==> src/rtl/tile_grid_nearby_wall_query_unit_assert.svh <==
// Assertion macros shared by the tile grid query RTL.
`ifndef TILE_GRID_NEARBY_WALL_QUERY_UNIT_ASSERT_SVH
`define TILE_GRID_NEARBY_WALL_QUERY_UNIT_ASSERT_SVH
`ifndef SYNTHESIS
`define TGNW_ASSERT_NOW(label, ante, cons) \
  label: assert property (@(posedge clk) disable iff (!rst_n) (ante) |-> (cons)) \
    else $error("tgnw assertion failed");
`define TGNW_ASSERT_NEXT(label, ante, cons) \
  label: assert property (@(posedge clk) disable iff (!rst_n) (ante) |=> (cons)) \
    else $error("tgnw assertion failed");
`define TGNW_ASSERT_NEXT2(label, ante, cons) \
  label: assert property (@(posedge clk) disable iff (!rst_n) (ante) |=> ##1 (cons)) \
    else $error("tgnw assertion failed");
`else
`define TGNW_ASSERT_NOW(label, ante, cons)
`define TGNW_ASSERT_NEXT(label, ante, cons)
`define TGNW_ASSERT_NEXT2(label, ante, cons)
`endif
`endif

==> src/rtl/tgnw_pkg.sv <==
// Shared types and constants of the tile grid query unit.
package tgnw_pkg;

  localparam int DIV_W     = 21;
  localparam int DIV_CNT_W = 5;
  localparam int EXT_W     = 12;

  localparam logic [1:0] ACT_GET   = 2'd0;
  localparam logic [1:0] ACT_SET   = 2'd1;
  localparam logic [1:0] ACT_QUERY = 2'd2;

  localparam logic [1:0] REG_COLUMNS = 2'd0;
  localparam logic [1:0] REG_ROWS    = 2'd1;
  localparam logic [1:0] REG_EXTENT  = 2'd2;

  typedef struct packed {
    logic             start;
    logic [DIV_W-1:0] dividend;
  } div_req_t;

  typedef struct packed {
    logic             done;
    logic [DIV_W-1:0] quotient;
  } div_rsp_t;

endpackage

==> src/rtl/tgnw_div.sv <==
// Restoring unsigned divider, one quotient bit per cycle.
module tgnw_div
  import tgnw_pkg::*;
(
  input  logic             clk,
  input  logic             rst_n,
  input  div_req_t         req,
  input  logic [EXT_W-1:0] divisor,
  output div_rsp_t         rsp
);

  logic                 busy_r;
  logic                 done_r;
  logic [DIV_CNT_W-1:0] cnt_r;
  logic [EXT_W:0]       rem_r;
  logic [DIV_W-1:0]     quo_r;
  logic [EXT_W:0]       shifted;
  logic                 ge;
  logic [EXT_W:0]       rem_nxt;

  assign shifted = {rem_r[EXT_W-1:0], quo_r[DIV_W-1]};
  assign ge      = shifted >= {1'b0, divisor};
  assign rem_nxt = ge ? (shifted - {1'b0, divisor}) : shifted;

  always_ff @(posedge clk) begin
    if (!rst_n) begin
      busy_r <= 1'b0;
      done_r <= 1'b0;
      cnt_r  <= '0;
    end else begin
      done_r <= 1'b0;
      if (req.start && !busy_r) begin
        busy_r <= 1'b1;
        cnt_r  <= '0;
      end else if (busy_r) begin
        if (cnt_r == DIV_CNT_W'(DIV_W - 1)) begin
          busy_r <= 1'b0;
          done_r <= 1'b1;
        end
        cnt_r <= cnt_r + 1'b1;
      end
    end
  end

  always_ff @(posedge clk) begin
    if (req.start && !busy_r) begin
      rem_r <= '0;
      quo_r <= req.dividend;
    end else if (busy_r) begin
      rem_r <= rem_nxt;
      quo_r <= {quo_r[DIV_W-2:0], ge};
    end
  end

  assign rsp.done     = done_r;
  assign rsp.quotient = quo_r;

endmodule

==> config.mk <==
export PLATFORM = sky130hd
export DESIGN_NAME = tgnw_div
export DESIGN_NICKNAME = d
export VERILOG_FILES = /design/src/rtl/tile_grid_nearby_wall_query_unit_assert.svh /design/src/rtl/tgnw_pkg.sv /design/src/rtl/tgnw_div.sv
export SDC_FILE = /design/constraint.sdc
export NUM_CORES = 1
export LEC_CHECK = 0
export ABC_AREA = 1
export BUFFER_PORTS_ARGS = -buffer_cell sky130_fd_sc_hd__buf_2
export CAP_MARGIN = 20
export CORE_AREA = 5 5 68 86
export DETAILED_ROUTE_END_ITERATION = 10
export DIE_AREA = 0 0 73 91
export PLACE_DENSITY_LB_ADDON = 0.12
export SLEW_MARGIN = 20
export SYNTH_ARGS = -nofsm -noshare
export SYNTH_HDL_FRONTEND = slang
export SYNTH_SLANG_ARGS = --single-unit
==> constraint.sdc <==
create_clock -name clk -period 2.4 [get_ports clk]
set_clock_uncertainty 0.05 [all_clocks]
set_input_delay 0 -clock clk [delete_from_list [all_inputs] [get_ports clk]]
set_output_delay 0 -clock clk [all_outputs]
set_load 0.02 [all_outputs]
==> flow_metrics.py <==
metrics = {
    "drt": {
        "drtAntennaViolNets": 0,
        "firstDrtPassIters": 4,
        "route.detailed.wl_per_inst_um": 13.0,
        "routed_wl_um": 6020,
        "via_per_inst": 4.94,
        "drc_errors": 0,
        "drt_iter0_markers": 82,
        "route.vias.total": 2287,
    },
    "critical_path": {
        "r2r-start": "rem_r[9]",
        "crit_required_ns": 2.39,
        "cp-end-kind": "flip-flop",
        "r2r_slack_ns": 0.24,
        "path_class": "reg2reg",
        "r2r_end": "quo_r[0]",
        "cp_cell_sequence": "ha_1, nand2_1, nand2_1, nand2_1, nand2_1, a21oi_4, nand3_4, mux2_4",
        "worst_r2r_path_depth": 8,
        "slowest_delay_ns": 0.35,
        "crit_path_max_fanout": 18,
        "cp_common_cell": "nand2_1",
        "crit_slowest_cell": "ha_1",
        "start_kind": "flip-flop",
        "arrival_ns": 2.15,
    },
    "floorplan": {
        "core_area_um2": 4930,
        "die_w_um": 73,
        "row_count": 29,
        "die-height_um": 91,
        "ios": 58,
        "dieArea_um2": 6640,
        "start_util_pct": 52.3,
    },
    "synthesis": {
        "synthTopCellsByCount": "nand2_1, inv_1, edfxtp_1",
        "synth_warnings": 0,
        "synth-seq-cells": 40,
        "syn_inst": 317,
        "yosysMostFrequentCell": "nand2_1",
        "yosysSeqAreaShare_pct": 39.1,
        "yosys-top-cells-area": "edfxtp_1, dfxtp_1, nand2_1",
        "synthDistinctLibCells": 34,
        "ys.flop_type": "edfxtp_1",
        "synth_top_cell_area_share_pct": 24.4,
        "synth_edf_count": 21,
        "yosysTopAreaCell": "edfxtp_1",
        "syn-mean-instance-area_um2": 8.15,
        "synthesis.area_um2": 2580,
        "syn_nets": 368,
        "synthArstFlopShare_pct": 0,
    },
    "global_route": {
        "grt_pass1_vias": 2339,
        "antenna_found_initial": 0,
        "gr-usage-all-layers_pct": 19.1,
        "overflow": 0,
        "grt_pass1_wl_um": 10200,
        "grt_max_degree": 24,
    },
    "cells_and_area": {
        "antenna_cells": 0,
        "stdcell_count": 463,
        "final_layout_size_suffix_gt1_share_pct": 28.2,
        "areaGrowthSynthToFinish_pct": 25.3,
        "nets": 451,
        "final_cell_area_um2": 3240,
    },
    "placed_design": {
        "dp_cells": 433,
        "post_dp_cell_area_um2": 2930,
        "dpl.hpwl_um": 4460,
        "gp_congestion": 0.858,
        "port-buffer-count": 57,
        "place_ws_ns": 0.269,
    },
    "clock_network": {
        "cts-root-buf": "clkbuf_8",
        "cts.path.max_buffers": 2,
        "cts_made_buffers": 5,
        "clk_latency_ns": 0.29,
        "cts_tree": "built",
        "clock_sinks": 40,
        "clk_pin_slew_worst_paths_ns": 0.07,
        "cts.htree.levels": 2,
    },
    "sta": {
        "period_share_pct": 90.0,
        "min_period_ns": 2.16,
        "timing.final.max_slew_violations": 0,
        "setup_viol": 0,
        "relSlewSlack_pct": 76.7,
        "max_freq_mhz": 463,
        "hold_violations": 0,
        "worst_slew_pin_slew_ns": 0.347,
        "setup_slack_ns": 0.240,
        "rsz0062_at_grt": "false",
        "fin_setup_tns_ns": 0,
    },
    "pwr": {
        "ir_drop_mv": 0.532,
        "p_leak_nw": 1.57,
        "p_per_area_nw_per_um2": 796,
        "power.total_mw": 2.58,
    },
    "worst_hold_path": {
        "min_from": "divisor[0]",
        "hp-class": "in2reg",
        "whs_path_depth": 5,
        "min_to": "rem_r[0]",
    },
    "run_status": {
        "status": "finished clean",
    },
    "flow_run": {
        "max_cap_viol_count": 0,
    },
}
==> worst max-delay path, delay by kind of cell, from the launching register on <==
kind                       cells  cell delay, ns
and+or+nand+nor                5            0.59
DFF                            1            0.33
adders and majority gates      1            0.35
AOI/OAI and AO/OA              1            0.24
muxes                          1            0.34
==> through the flow <==
step	hold slack [ns]	util [%]
2_1_floorplan	0.0821	-
3_3_place_gp	0.207	59.4
3_5_place_dp	0.216	59.4
4_1_cts	0.104	65.6
5_1_grt	0.131	65.6
6_report	0.103	65.6
==> placed cells by master (no fill, tap or decap), drive strengths merged, types with 4 or more instances in the layout <==
cell         instances
edfxtp              21
nand4               11
xnor2                4
inv                 55
nor3                 6
a21oi                8
nand3               24
nand2               93
o21ai                6
dlygate4sd3         22
nor2                21
mux2                21
clkbuf               6
dfxtp               19
ha                  14
buf                 61
==> power breakdown <==
group	internal, mW	switching, mW	total (mW)
clock network	0.203	0.233	0.436
registers	0.864	0.0924	0.957
logic	0.466	0.716	1.18
total	1.53	1.04	2.58
==> layer usage <==
metal | up-vias | share of wire (%) | GRT usage (%)
met5 | - | 0 | 0
li1 | 1187 | - | -
met2 | 68 | 53 | 34.0
met1 | 1022 | 41 | 22.4
met3 | 10 | 4.4 | 3.20
met4 | 0 | 1.8 | 7.08
==> logic make-up (layout without fill, tap and decap cells) <==
family	after synthesis	after routing	share of synthesized area (%)
flip-flops	40	40	39.1
adder cells (fa/ha/maj)	15	15	7.56
multiplexers	21	21	9.30
AO/OA/AOI/OAI	16	16	4.12
buffers and inverters	62	146	9.74
AND/OR/NAND/NOR	158	158	28.4
XOR/XNOR	5	5	1.70
==> flip-flops by register name, indices dropped and copies added (netlist names) <==
name    count
cnt_r       5
rem_r      12
quo_r      21
done_r      1
busy_r      1
==> how the worst max path moves through the flow <==
stage,from,end,slack [ns],cells after the start
4_1_cts,rem_r[9],quo_r[0],0.25,8
3_5_place_dp,rem_r[9],quo_r[0],0.27,8
5_1_grt,rem_r[9],quo_r[0],0.11,8
2_1_floorplan,rem_r[2],quo_r[0],0.43,9
3_3_place_gp,rem_r[9],quo_r[0],0.29,8
6_report,rem_r[9],quo_r[0],0.24,8
==> area by class of cell <==
class                   count  area (um^2)
clock buffers               6         72.6
flip-flops and latches     40         1010
well taps                  62         77.6
repair buffers             83          536
fillers                   443         1700
multi-input cells         215         1320
inverters                  55          206
clock inverters             2         12.5
==> timing repair <==
item / 4_1_cts / 5_1_grt
resized for setup: 0 / 0
endpoints found under the setup margin: 0 / 0
setup buffers: 0 / 0
hold endpoints to repair: 23 / 0
hold buffers: 22 / 0
Note: power is estimated with default switching activity, not from simulation.
